**config.mk**
```make
export PLATFORM = sky130hd
export DESIGN_NAME = lidar_scan_condition_smooth_core_flat
export DESIGN_NICKNAME = d
export VERILOG_FILES = /design/src/hw/rtl/lscs_pkg.sv /design/src/hw/rtl/lscs_in_if.sv /design/src/hw/rtl/lscs_out_if.sv /design/src/hw/rtl/lidar_scan_condition_smooth_core.sv /design/src/hw/rtl/lscs_front.sv /design/src/hw/rtl/lscs_queue.sv /design/src/hw/rtl/lscs_back.sv /design/src/flat_wrapper.sv
export VERILOG_INCLUDE_DIRS = /design/src /design/src/hw/rtl
export SDC_FILE = /design/constraint.sdc
export NUM_CORES = 2
export LEC_CHECK = 0
export ABC_AREA = 1
export BUFFER_PORTS_ARGS = -buffer_cell sky130_fd_sc_hd__buf_2
export CORE_ASPECT_RATIO = 1.4
export CORE_MARGIN = 2
export CORE_UTILIZATION = 59
export CTS_CLUSTER_SIZE = 14
export DETAILED_ROUTE_END_ITERATION = 8
export PLACE_DENSITY = 0.77
export SKIP_LAST_GASP = 1
export SLEW_MARGIN = 0
export SYNTH_ARGS = -nofsm -noshare
export SYNTH_HDL_FRONTEND = slang
export SYNTH_SLANG_ARGS = --single-unit
```
**constraint.sdc**
```tcl
create_clock -name clk -period 5.78 [get_ports clk]
set_input_delay 0.289 -clock clk [delete_from_list [all_inputs] [get_ports clk]]
set_output_delay 0.289 -clock clk [all_outputs]
set_load 0.1 [all_outputs]
```
**src/hw/rtl/lidar_scan_condition_smooth_core_assert.svh**
```systemverilog
// Assertion macros for the lidar scan conditioning and smoothing core.
// Included by the top level; no other dependencies.
`ifndef LIDAR_SCAN_CONDITION_SMOOTH_CORE_ASSERT_SVH
`define LIDAR_SCAN_CONDITION_SMOOTH_CORE_ASSERT_SVH

// Same-cycle implication, disabled during reset.
`define LSCS_ASSERT_IMPL(label, clk, rst, ante, cons) \
  label: assert property (@(posedge clk) disable iff (rst) (ante) |-> (cons)) \
    else $error("lscs: same-cycle check failed");

// Next-cycle implication, disabled during reset.
`define LSCS_ASSERT_NEXT(label, clk, rst, ante, cons) \
  label: assert property (@(posedge clk) disable iff (rst) (ante) |=> (cons)) \
    else $error("lscs: next-cycle check failed");

`endif

```
**src/hw/rtl/lscs_pkg.sv**
```systemverilog
// Shared types, constants and helper functions of the lidar scan smoothing core.
// No dependencies.
`default_nettype none
package lscs_pkg;

  localparam int MaxWindow  = 31;
  localparam int FillW      = 5;
  localparam int SampleW    = 16;
  localparam int IndexW     = 12;
  localparam int KindW      = 2;
  localparam int WinW       = 5;
  localparam int SumW       = SampleW + FillW;
  localparam int RecipShift = SumW + FillW;
  localparam int RecipW     = RecipShift + 1;
  localparam int QueueDepth = 4;
  localparam int QPtrW      = 2;
  localparam int QCntW      = 3;
  localparam int CfgIdxW    = 3;
  localparam int CfgDataW   = 16;

  localparam logic [KindW-1:0] KindFinite = 2'd0;
  localparam logic [KindW-1:0] KindPosInf = 2'd1;

  typedef enum logic [CfgIdxW-1:0] {
    CFG_FLOOR  = 3'd0,
    CFG_CAP    = 3'd1,
    CFG_WINDOW = 3'd2,
    CFG_FIRST  = 3'd3,
    CFG_LAST   = 3'd4
  } cfg_reg_t;

  typedef struct packed {
    logic [SampleW-1:0] floor_mm;
    logic [SampleW-1:0] cap_mm;
    logic [WinW-1:0]    window;
    logic [IndexW-1:0]  first;
    logic [IndexW-1:0]  last;
  } cfg_t;

  // One classified sample handed from the front to the back.
  typedef struct packed {
    logic [SampleW-1:0] sample;
    logic [IndexW-1:0]  index;
    logic               kept;
    logic               scan_end;
    logic [WinW-1:0]    req;
  } entry_t;

  typedef enum logic [2:0] {
    B_IDLE,
    B_CHECK,
    B_SUM,
    B_MUL,
    B_OUT
  } back_state_t;

  typedef struct packed {
    logic [FillW-1:0] fill;
    logic [FillW-1:0] pending;
    logic             load;
  } back_status_t;

  // Force a window width odd: drop one from an even width, zero becomes one.
  function automatic logic [WinW-1:0] odd_window(input logic [WinW-1:0] w);
    logic [WinW-1:0] r;
    r = w;
    if (w == '0) begin
      r = WinW'(1);
    end else if (!w[0]) begin
      r = w - WinW'(1);
    end
    return r;
  endfunction

  // ceil(2^RecipShift / w) for odd w; floor(sum * recip >> RecipShift) == sum / w
  // holds exactly for every sum below 2^SumW.
  function automatic logic [RecipW-1:0] recip(input logic [WinW-1:0] w);
    logic [RecipW-1:0] r;
    case (w)
      5'd1:    r = 27'd67108864;
      5'd3:    r = 27'd22369622;
      5'd5:    r = 27'd13421773;
      5'd7:    r = 27'd9586981;
      5'd9:    r = 27'd7456541;
      5'd11:   r = 27'd6100806;
      5'd13:   r = 27'd5162221;
      5'd15:   r = 27'd4473925;
      5'd17:   r = 27'd3947581;
      5'd19:   r = 27'd3532046;
      5'd21:   r = 27'd3195661;
      5'd23:   r = 27'd2917777;
      5'd25:   r = 27'd2684355;
      5'd27:   r = 27'd2485514;
      5'd29:   r = 27'd2314099;
      5'd31:   r = 27'd2164803;
      default: r = '0;
    endcase
    return r;
  endfunction

endpackage
`default_nettype wire

```
**src/hw/rtl/lscs_in_if.sv**
```systemverilog
// Raw sample channel: valid/ready handshake with range, kind and scan end.
// Depends on lscs_pkg.
`default_nettype none
interface lscs_in_if;
  logic                        valid;
  logic                        ready;
  logic [lscs_pkg::SampleW-1:0] range_mm;
  logic [lscs_pkg::KindW-1:0]   range_kind;
  logic                        scan_end;

  modport source (output valid, range_mm, range_kind, scan_end, input ready);
  modport sink (input valid, range_mm, range_kind, scan_end, output ready);
endinterface
`default_nettype wire

```
**src/hw/rtl/lscs_out_if.sv**
```systemverilog
// Smoothed result channel: valid/ready handshake with range, index and last mark.
// Depends on lscs_pkg.
`default_nettype none
interface lscs_out_if;
  logic                        valid;
  logic                        ready;
  logic [lscs_pkg::SampleW-1:0] smoothed_mm;
  logic [lscs_pkg::IndexW-1:0]  sample_index;
  logic                        run_last;

  modport source (output valid, smoothed_mm, sample_index, run_last, input ready);
  modport sink (input valid, smoothed_mm, sample_index, run_last, output ready);
endinterface
`default_nettype wire

```
**src/hw/rtl/lidar_scan_condition_smooth_core.sv**
```systemverilog
// Lidar scan conditioning and conservative centred moving-mean smoothing.
// Raw samples enter one per handshake with a raw index counted from the start
// of each scan; only indices inside [first_view_index, last_view_index] are
// kept. Positive infinity becomes the cap, not-a-number (and kind 3) becomes 0,
// a range under the floor becomes 0 and anything above the cap is capped. Each
// kept sample leaves as the lower of itself and the floor-divided mean of an odd
// window centred on it (edges clamped, zero stays zero), tagged with its raw
// index; the last result of a scan carries run_last. Configuration is sampled
// at the first raw sample of a scan. A scan with floor not below cap, or with
// no kept sample, gives no result. Timing: the front takes one sample per cycle
// into a four-entry queue while the queue is not full. The back dequeues and
// decides on each queued entry; for each result the mean is summed one window
// tap a cycle from the 31-entry sample store, then come one reciprocal multiply,
// a result load and the next decide. Steady state is one result per kept
// sample, and the result register may wait on ready; a scan end flushes the
// half window still held.
// Depends on lscs_pkg, lscs_in_if, lscs_out_if, lscs_front, lscs_queue,
// lscs_back and the assertion macro header.
`default_nettype none
`include "lidar_scan_condition_smooth_core_assert.svh"
module lidar_scan_condition_smooth_core (
  input  wire logic                          clk,
  input  wire logic                          rst,
  lscs_in_if.sink                            samples,
  lscs_out_if.source                         results,
  input  wire logic                          cfg_we,
  input  wire logic [lscs_pkg::CfgIdxW-1:0]  cfg_index,
  input  wire logic [lscs_pkg::CfgDataW-1:0] cfg_data
);

  lscs_pkg::cfg_t          cfg;
  logic                    q_push;
  lscs_pkg::entry_t        q_entry;
  logic                    q_full;
  logic                    q_pop;
  lscs_pkg::entry_t        q_data;
  logic                    q_empty;
  lscs_pkg::back_status_t  bk_status;

  // Configuration registers: write by index, ignore unknown indices.
  always_ff @(posedge clk) begin
    if (rst) begin
      cfg.floor_mm <= '0;
      cfg.cap_mm   <= lscs_pkg::SampleW'(30000);
      cfg.window   <= lscs_pkg::WinW'(5);
      cfg.first    <= '0;
      cfg.last     <= '1;
    end else if (cfg_we) begin
      case (cfg_index)
        lscs_pkg::CFG_FLOOR:  cfg.floor_mm <= cfg_data;
        lscs_pkg::CFG_CAP:    cfg.cap_mm   <= cfg_data;
        lscs_pkg::CFG_WINDOW: cfg.window   <= cfg_data[lscs_pkg::WinW-1:0];
        lscs_pkg::CFG_FIRST:  cfg.first    <= cfg_data[lscs_pkg::IndexW-1:0];
        lscs_pkg::CFG_LAST:   cfg.last     <= cfg_data[lscs_pkg::IndexW-1:0];
        default: begin
        end
      endcase
    end
  end

  // Front: index, gate by field of view, condition, queue kept samples and ends.
  lscs_front u_front (
    .clk     (clk),
    .rst     (rst),
    .cfg     (cfg),
    .samples (samples),
    .q_full  (q_full),
    .q_push  (q_push),
    .q_entry (q_entry)
  );

  // Decouple sample intake from the multi-cycle smoothing work.
  lscs_queue u_queue (
    .clk       (clk),
    .rst       (rst),
    .push      (q_push),
    .push_data (q_entry),
    .full      (q_full),
    .pop       (q_pop),
    .pop_data  (q_data),
    .empty     (q_empty)
  );

  // Back: hold the window, sweep the mean, drive the result register.
  lscs_back u_back (
    .clk     (clk),
    .rst     (rst),
    .q_empty (q_empty),
    .q_data  (q_data),
    .q_pop   (q_pop),
    .results (results),
    .status  (bk_status)
  );

  // Results still owed never exceed the samples stored.
  `LSCS_ASSERT_IMPL(a_pending_in_store, clk, rst, 1'b1, bk_status.pending <= bk_status.fill)
  // The front never pushes into a full queue.
  `LSCS_ASSERT_IMPL(a_push_has_room, clk, rst, q_push, !q_full)
  // A result is loaded only into a free or draining output register.
  `LSCS_ASSERT_IMPL(a_load_when_free, clk, rst, bk_status.load,
                    !results.valid || results.ready)
  // A loaded result is presented on the next cycle.
  `LSCS_ASSERT_NEXT(a_load_shows, clk, rst, bk_status.load, results.valid)

endmodule
`default_nettype wire

```
**src/hw/rtl/lscs_front.sv**
```systemverilog
// Front end: counts raw indices, latches configuration per scan, conditions
// the range and queues kept samples and scan ends. Depends on lscs_pkg, lscs_in_if.
`default_nettype none
module lscs_front (
  input  wire logic             clk,
  input  wire logic             rst,
  input  wire lscs_pkg::cfg_t   cfg,
  lscs_in_if.sink               samples,
  input  wire logic             q_full,
  output logic                  q_push,
  output lscs_pkg::entry_t      q_entry
);

  logic                          in_scan;
  logic [lscs_pkg::IndexW-1:0]   raw_index;
  lscs_pkg::cfg_t                lat;
  lscs_pkg::cfg_t                eff;
  logic                          accept;
  logic                          kept;
  logic [lscs_pkg::SampleW-1:0]  cond;

  assign samples.ready = !q_full;
  assign accept = samples.valid && samples.ready;
  // first sample of a scan sees the live registers
  assign eff = in_scan ? lat : cfg;

  assign kept = (eff.floor_mm < eff.cap_mm) && (raw_index >= eff.first) &&
                (raw_index <= eff.last);

  always_comb begin
    if (samples.range_kind == lscs_pkg::KindPosInf) begin
      cond = eff.cap_mm;
    end else if (samples.range_kind != lscs_pkg::KindFinite) begin
      cond = '0;
    end else begin
      cond = samples.range_mm;
    end
    if (cond < eff.floor_mm) begin
      cond = '0;
    end else if (cond > eff.cap_mm) begin
      cond = eff.cap_mm;
    end
  end

  assign q_push = accept && (kept || samples.scan_end);

  always_comb begin
    q_entry          = '0;
    q_entry.sample   = cond;
    q_entry.index    = raw_index;
    q_entry.kept     = kept;
    q_entry.scan_end = samples.scan_end;
    q_entry.req      = (eff.window == '0) ? lscs_pkg::WinW'(1) : eff.window;
  end

  always_ff @(posedge clk) begin
    if (rst) begin
      in_scan   <= 1'b0;
      raw_index <= '0;
    end else if (accept) begin
      in_scan <= !samples.scan_end;
      if (samples.scan_end) begin
        raw_index <= '0;
      end else begin
        raw_index <= raw_index + lscs_pkg::IndexW'(1);
      end
    end
  end

  always_ff @(posedge clk) begin
    if (accept && !in_scan) begin
      lat <= cfg;
    end
  end

endmodule
`default_nettype wire

```
**src/hw/rtl/lscs_queue.sv**
```systemverilog
// Short register queue of classified samples between front and back.
// Depends on lscs_pkg.
`default_nettype none
module lscs_queue (
  input  wire logic              clk,
  input  wire logic              rst,
  input  wire logic              push,
  input  wire lscs_pkg::entry_t  push_data,
  output logic                   full,
  input  wire logic              pop,
  output lscs_pkg::entry_t       pop_data,
  output logic                   empty
);

  lscs_pkg::entry_t              slots [lscs_pkg::QueueDepth];
  logic [lscs_pkg::QPtrW-1:0]    wr_ptr;
  logic [lscs_pkg::QPtrW-1:0]    rd_ptr;
  logic [lscs_pkg::QCntW-1:0]    count;
  logic                          do_push;
  logic                          do_pop;

  assign full     = (count == lscs_pkg::QCntW'(lscs_pkg::QueueDepth));
  assign empty    = (count == '0);
  assign do_push  = push && !full;
  assign do_pop   = pop && !empty;
  assign pop_data = slots[rd_ptr];

  always_ff @(posedge clk) begin
    if (rst) begin
      wr_ptr <= '0;
      rd_ptr <= '0;
      count  <= '0;
    end else begin
      if (do_push) begin
        wr_ptr <= wr_ptr + lscs_pkg::QPtrW'(1);
      end
      if (do_pop) begin
        rd_ptr <= rd_ptr + lscs_pkg::QPtrW'(1);
      end
      if (do_push && !do_pop) begin
        count <= count + lscs_pkg::QCntW'(1);
      end else if (do_pop && !do_push) begin
        count <= count - lscs_pkg::QCntW'(1);
      end
    end
  end

  always_ff @(posedge clk) begin
    if (do_push) begin
      slots[wr_ptr] <= push_data;
    end
  end

endmodule
`default_nettype wire

```
**src/hw/rtl/lscs_back.sv**
```systemverilog
// Back end: keeps the sample window, sweeps the centred mean one tap a cycle,
// divides by reciprocal multiply and drives the result register. Depends on
// lscs_pkg, lscs_out_if.
`default_nettype none
module lscs_back (
  input  wire logic              clk,
  input  wire logic              rst,
  input  wire logic              q_empty,
  input  wire lscs_pkg::entry_t  q_data,
  output logic                   q_pop,
  lscs_out_if.source             results,
  output lscs_pkg::back_status_t status
);

  localparam int TapW = lscs_pkg::FillW + 2;

  lscs_pkg::back_state_t          state;
  lscs_pkg::back_state_t          state_next;

  logic [lscs_pkg::SampleW-1:0]   buf_sample [lscs_pkg::MaxWindow];
  logic [lscs_pkg::IndexW-1:0]    buf_index  [lscs_pkg::MaxWindow];
  logic [lscs_pkg::FillW-1:0]     fill;
  logic [lscs_pkg::FillW-1:0]     pending;
  logic                           win_set;
  logic [lscs_pkg::WinW-1:0]      win_w;
  logic                           cur_end;
  logic [lscs_pkg::FillW-1:0]     off;
  logic [lscs_pkg::SumW-1:0]      sum;
  logic [lscs_pkg::SampleW-1:0]   v_sample;
  logic [lscs_pkg::IndexW-1:0]    v_index;
  logic [lscs_pkg::SampleW-1:0]   mean;

  logic [lscs_pkg::FillW-1:0]     half;
  logic [lscs_pkg::FillW-1:0]     hold;
  logic [lscs_pkg::FillW-1:0]     center;
  logic [lscs_pkg::FillW-1:0]     fill_m1;
  logic signed [TapW-1:0]         tap;
  logic [lscs_pkg::FillW-1:0]     pos;
  logic [lscs_pkg::FillW-1:0]     fill_new;
  logic [lscs_pkg::FillW-1:0]     pending_new;
  logic                           set_now;
  logic [lscs_pkg::WinW-1:0]      win_w_new;
  logic                           start_sum;
  logic                           clear_scan;
  logic                           load;
  logic [lscs_pkg::SumW+lscs_pkg::RecipW-1:0] product;

  assign half    = win_w >> 1;
  assign hold    = (half == '0) ? lscs_pkg::FillW'(1) : half;
  assign center  = fill - pending;
  assign fill_m1 = fill - lscs_pkg::FillW'(1);

  // clamp the tap to the stored part of the scan
  always_comb begin
    tap = $signed({2'b00, center}) + $signed({2'b00, off}) - $signed({2'b00, half});
    if (tap < 0) begin
      pos = '0;
    end else if (tap > $signed({2'b00, fill_m1})) begin
      pos = fill_m1;
    end else begin
      pos = tap[lscs_pkg::FillW-1:0];
    end
  end

  // window bookkeeping for the entry being taken
  always_comb begin
    fill_new    = fill;
    pending_new = pending;
    if (q_data.kept) begin
      pending_new = pending + lscs_pkg::FillW'(1);
      if (fill != lscs_pkg::FillW'(lscs_pkg::MaxWindow)) begin
        fill_new = fill + lscs_pkg::FillW'(1);
      end
    end
    set_now = q_data.kept && !win_set && (fill_new >= q_data.req);
    if (set_now) begin
      win_w_new = lscs_pkg::odd_window(q_data.req);
    end else if (q_data.scan_end && !win_set) begin
      win_w_new = lscs_pkg::odd_window(fill_new);
    end else begin
      win_w_new = win_w;
    end
  end

  always_comb begin
    state_next = state;
    q_pop      = 1'b0;
    load       = 1'b0;
    start_sum  = 1'b0;
    clear_scan = 1'b0;
    case (state)
      lscs_pkg::B_IDLE: begin
        if (!q_empty) begin
          q_pop      = 1'b1;
          state_next = lscs_pkg::B_CHECK;
        end
      end
      lscs_pkg::B_CHECK: begin
        if (cur_end) begin
          if (pending != '0) begin
            start_sum  = 1'b1;
            state_next = lscs_pkg::B_SUM;
          end else begin
            clear_scan = 1'b1;
            state_next = lscs_pkg::B_IDLE;
          end
        end else if (win_set && (pending > hold)) begin
          start_sum  = 1'b1;
          state_next = lscs_pkg::B_SUM;
        end else begin
          state_next = lscs_pkg::B_IDLE;
        end
      end
      lscs_pkg::B_SUM: begin
        if (off == win_w - lscs_pkg::WinW'(1)) begin
          state_next = lscs_pkg::B_MUL;
        end
      end
      lscs_pkg::B_MUL: begin
        state_next = lscs_pkg::B_OUT;
      end
      lscs_pkg::B_OUT: begin
        if (!results.valid || results.ready) begin
          load       = 1'b1;
          state_next = lscs_pkg::B_CHECK;
        end
      end
      default: begin
        state_next = lscs_pkg::B_IDLE;
      end
    endcase
  end

  always_ff @(posedge clk) begin
    if (rst) begin
      state <= lscs_pkg::B_IDLE;
    end else begin
      state <= state_next;
    end
  end

  always_ff @(posedge clk) begin
    if (rst) begin
      fill          <= '0;
      pending       <= '0;
      win_set       <= 1'b0;
      win_w         <= lscs_pkg::WinW'(1);
      cur_end       <= 1'b0;
      off           <= '0;
      results.valid <= 1'b0;
    end else begin
      if (q_pop) begin
        fill    <= fill_new;
        pending <= pending_new;
        win_set <= win_set || set_now;
        win_w   <= win_w_new;
        cur_end <= q_data.scan_end;
      end
      if (clear_scan) begin
        fill    <= '0;
        win_set <= 1'b0;
        win_w   <= lscs_pkg::WinW'(1);
      end
      if (start_sum) begin
        off <= '0;
      end else if (state == lscs_pkg::B_SUM) begin
        off <= off + lscs_pkg::FillW'(1);
      end
      if (load) begin
        pending       <= pending - lscs_pkg::FillW'(1);
        results.valid <= 1'b1;
      end else if (results.ready) begin
        results.valid <= 1'b0;
      end
    end
  end

  // shift in a kept sample; drop the oldest once the window store is full
  always_ff @(posedge clk) begin
    if (q_pop && q_data.kept) begin
      if (fill == lscs_pkg::FillW'(lscs_pkg::MaxWindow)) begin
        for (int k = 0; k < lscs_pkg::MaxWindow - 1; k++) begin
          buf_sample[k] <= buf_sample[k+1];
          buf_index[k]  <= buf_index[k+1];
        end
        buf_sample[lscs_pkg::MaxWindow-1] <= q_data.sample;
        buf_index[lscs_pkg::MaxWindow-1]  <= q_data.index;
      end else begin
        buf_sample[fill] <= q_data.sample;
        buf_index[fill]  <= q_data.index;
      end
    end
  end

  assign product = {{lscs_pkg::RecipW{1'b0}}, sum} *
                   {{lscs_pkg::SumW{1'b0}}, lscs_pkg::recip(win_w)};

  always_ff @(posedge clk) begin
    if (start_sum) begin
      sum <= '0;
    end else if (state == lscs_pkg::B_SUM) begin
      sum <= sum + {{lscs_pkg::FillW{1'b0}}, buf_sample[pos]};
      if (off == half) begin
        v_sample <= buf_sample[pos];
        v_index  <= buf_index[pos];
      end
    end
    if (state == lscs_pkg::B_MUL) begin
      mean <= product[lscs_pkg::RecipShift +: lscs_pkg::SampleW];
    end
    if (load) begin
      if (v_sample == '0) begin
        results.smoothed_mm <= '0;
      end else if (v_sample < mean) begin
        results.smoothed_mm <= v_sample;
      end else begin
        results.smoothed_mm <= mean;
      end
      results.sample_index <= v_index;
      results.run_last     <= cur_end && (pending == lscs_pkg::FillW'(1));
    end
  end

  always_comb begin
    status         = '0;
    status.fill    = fill;
    status.pending = pending;
    status.load    = load;
  end

endmodule
`default_nettype wire
```
**src/flat_wrapper.sv**
```systemverilog
// flat-port wrapper written by rule: the top's interface ports become plain ports
module lidar_scan_condition_smooth_core_flat 
  (clk, rst, cfg_we, cfg_index, cfg_data, samples_valid, samples_range_mm, samples_range_kind, samples_scan_end, samples_ready, results_valid, results_smoothed_mm, results_sample_index, results_run_last, results_ready);
  lscs_in_if samples_i ();
  lscs_out_if results_i ();
  input  wire logic clk;
  input  wire logic rst;
  input  wire logic cfg_we;
  input  wire logic [lscs_pkg::CfgIdxW-1:0] cfg_index;
  input  wire logic [lscs_pkg::CfgDataW-1:0] cfg_data;
  input wire logic [$bits(samples_i.valid)-1:0] samples_valid;
  input wire logic [$bits(samples_i.range_mm)-1:0] samples_range_mm;
  input wire logic [$bits(samples_i.range_kind)-1:0] samples_range_kind;
  input wire logic [$bits(samples_i.scan_end)-1:0] samples_scan_end;
  output wire logic [$bits(samples_i.ready)-1:0] samples_ready;
  output wire logic [$bits(results_i.valid)-1:0] results_valid;
  output wire logic [$bits(results_i.smoothed_mm)-1:0] results_smoothed_mm;
  output wire logic [$bits(results_i.sample_index)-1:0] results_sample_index;
  output wire logic [$bits(results_i.run_last)-1:0] results_run_last;
  input wire logic [$bits(results_i.ready)-1:0] results_ready;
  assign samples_i.valid = samples_valid;
  assign samples_i.range_mm = samples_range_mm;
  assign samples_i.range_kind = samples_range_kind;
  assign samples_i.scan_end = samples_scan_end;
  assign samples_ready = samples_i.ready;
  assign results_valid = results_i.valid;
  assign results_smoothed_mm = results_i.smoothed_mm;
  assign results_sample_index = results_i.sample_index;
  assign results_run_last = results_i.run_last;
  assign results_i.ready = results_ready;
  lidar_scan_condition_smooth_core u_core (.clk(clk), .rst(rst), .samples(samples_i), .results(results_i), .cfg_we(cfg_we), .cfg_index(cfg_index), .cfg_data(cfg_data));
endmodule
```
==> impl_metrics.tcl <==
set metrics [dict create \
    rsz0062_at_grt "true" \
    reg2reg_setup_slack_ns -0.65 \
    netlist_instances 9492 \
    routed_wl_um 236700 \
    max_slew_margin_pct 14.42 \
    violations "setup timing" \
    maxSlewViolCount 0 \
    drc 0 \
    syn_to_final_growth_pct 15.88 \
    grt_pass1_vias 70193 \
    grt_max_degree 94 \
    synth-edff-count 1170 \
    htree_levels 4 \
    port_buffers 73 \
    clk_root_buffer_cell "clkbuf_16" \
    fill_cells 10446 \
    synthArstFlopShare_pct 0 \
    cpPeakStageDelay_ns 0.48 \
    die_area_sq_mm 0.1448 \
    synthFlopType "edfxtp_1" \
    finalNetCount 10488 \
    drive_gt1_share_pct 14.57 \
    start_util_pct 59.41 \
    cp.arrival_ns 7.15 \
    critical_path_class "register to register" \
    place_ws_ns -1.082 \
    drv_cap 0 \
    final_cell_mix "nand2_1, edfxtp_1, nand3_1, inv_1, o21ai_0" \
    fin_ws_ns -0.6539 \
    end_kind "register" \
    startpoint "u_core.u_back.fill[0]" \
    utilization_pct 68.85 \
    drt_iter0_drc 8210 \
    final_common_cell "nand2_1" \
    fmax_mhz 155.4 \
    num_io_pins 74 \
    min_path_type "primary input to register" \
    die_h_um 449.4 \
    cpMostUsedCell "nand2_1" \
    crit_slowest_cell "fa_1" \
    clk_path_buf_depth 3 \
    finalClockSkew_ns 0.04347 \
    ys_seq_area_share_pct 45.74 \
    yosysWarningCount 0 \
    grt_pass1_wl_um 371800 \
    antenna_found_initial 3 \
    reg2reg_depth 38 \
    via_per_inst 6.002 \
    post_drt_wl_per_cell_um 20.32 \
    cts_sinks 1325 \
    synth-seq-cells 1325 \
    ys_types 68 \
    cts_tree "yes" \
    r2r-start "u_core.u_back.fill[0]" \
    worstSkewPairLatency_ns 0.80 \
    path_clk_slew_ns 0.06 \
    via_count 69903 \
    worstMarginPinSlew_ns 1.284 \
    cp_max_fo 7 \
    rows 163 \
    die-width_um 322.1 \
    whs_path_depth 5 \
    finalSetupViolations 32 \
    syn_area_per_cell_sq_um 8.808 \
    cp-start-kind "register" \
    dr.pass1.iters 8 \
    hold_viol 0 \
    fin_crit_ns 6.434 \
    coreArea_sq_mm 0.1407 \
    crit_end "u_core.u_back.sum[19]" \
    numCtsBuffers 132 \
    status "complete, but fails checks" \
    place.gp.congestion 0.9674 \
    synthesis.area_sq_mm 0.08360 \
    critPathRequiredTime_ns 6.50 \
    timing.rr.end "u_core.u_back.sum[19]" \
    ant_nets 0 \
    hpwlAfterDp_um 163000 \
    globalRouteTotalUtil_pct 32.48 \
    min_period_over_period_pct 111.3 \
    gr-total-overflow 0 \
]
==> sequential cells by signal, indices dropped and copies added, names as in the netlist, 16 cells and up, named ones only <==
name and count:
u_core.u_back.v_sample 16, u_core.u_queue.slots 140, u_core.u_back.buf_index 384, u_core.u_front.lat 61, u_core.u_back.results.smoothed_mm 16, u_core.u_back.buf_sample 512, u_core.u_back.sum 21, u_core.cfg 61
u_core.u_back.mean 16
==> what timing repair did <==
action | 4_1_cts | 5_1_grt
hold buffers | 25 | 0
gates cloned | 17 | 2
setup buffers | 94 | 25
pin swaps | 170 | 73
endpoints found under the setup margin | 47 | 47
hold endpoints to repair | 79 | 0
resized for setup | 474 | 149
==> cell type report <==
type	count	area [sq um]	share of cell area [%]
multi-input combinational	6391	40700	42.01
sequential	1325	38320	39.55
timing repair buffer	762	7273	7.507
inverter	1110	4187	4.321
clock buffer	171	3543	3.657
tap	1815	2271	2.344
clock inverter	70	586.8	0.6057
antenna	2	5.005	0.005166
==> cell usage after synthesis (39+ instances only) <==
library cell | number | area share [%]
a21oi_1 | 221 | 1.3
buf_1 | 61 | 0.27
buf_2 | 222 | 1.3
clkbuf_1 | 402 | 1.8
dfxtp_1 | 155 | 3.7
edfxtp_1 | 1170 | 42
fa_1 | 449 | 11
ha_1 | 274 | 4.1
inv_1 | 1096 | 4.9
nand2_1 | 2583 | 12
nand3_1 | 1221 | 7.3
nand3b_1 | 62 | 0.56
nor2_1 | 207 | 0.93
o21ai_0 | 996 | 6.0
xor2_1 | 39 | 0.41
==> layer usage <==
layer	vias up	wire length, um	share of wire, %	track usage, %
met2	3558	121700	51	57.35
met3	911	17710	7.5	4.677
met1	33658	81850	35	36.84
met4	0	15410	6.5	20.31
li1	31776	-	-	-
met5	-	0	0	0
==> worst min path at each step <==
stage / to / startpoint
after global routing: u_core.cfg[43] / cfg_data[14]
final: u_core.u_queue.slots[1][21] / samples_range_mm[2]
after global placement: u_core.u_back.results.sample_index[10] / u_core.u_back.v_index[10]
after detailed placement: u_core.u_back.results.sample_index[3] / u_core.u_back.v_index[3]
after CTS: u_core.u_queue.slots[0][21] / samples_range_mm[2]
after floorplan: u_core.u_queue.slots[0][5] / samples_scan_end
==> critical path: cells and delay by family (launching register included) <==
| kind | cells | cell delay, ns |
|---|---|---|
| compound gates | 4 | 0.78 |
| simple gates | 19 | 1.87 |
| fa+ha+maj | 6 | 2.07 |
| flops | 1 | 0.37 |
| xor+xnor | 1 | 0.20 |
| buf+inv | 8 | 1.03 |
==> logic make-up after synthesis <==
| logic type | share of synthesized area [%] |
|---|---|
| AND/OR/NAND/NOR | 21.31 |
| flip-flops | 45.74 |
| adder cells (fa/ha/maj) | 14.85 |
| multiplexers | 0.1556 |
| XOR/XNOR | 0.6061 |
| buffers and inverters | 8.495 |
| other | 0.004486 |
| AO/OA/AOI/OAI | 8.836 |
==> metrics by stage <==
step | hold slack (ns) | area, sq um | instances | setup TNS, ns
floorplan | 0.3879 | 84540 | 9519 | -0.2097
finish | 0.2354 | 96880 | 11646 | -11.80
detailed placement | 0.4045 | 88430 | 11246 | -24.69
global placement | 0.4037 | 88430 | 11246 | -21.12
global route | 0.2447 | 96880 | 11646 | -20.76
CTS | 0.1863 | 95930 | 11618 | -10.81
Power is not shown: default switching activity piles up to over one toggle a cycle in this logic, so the estimate is an artifact.
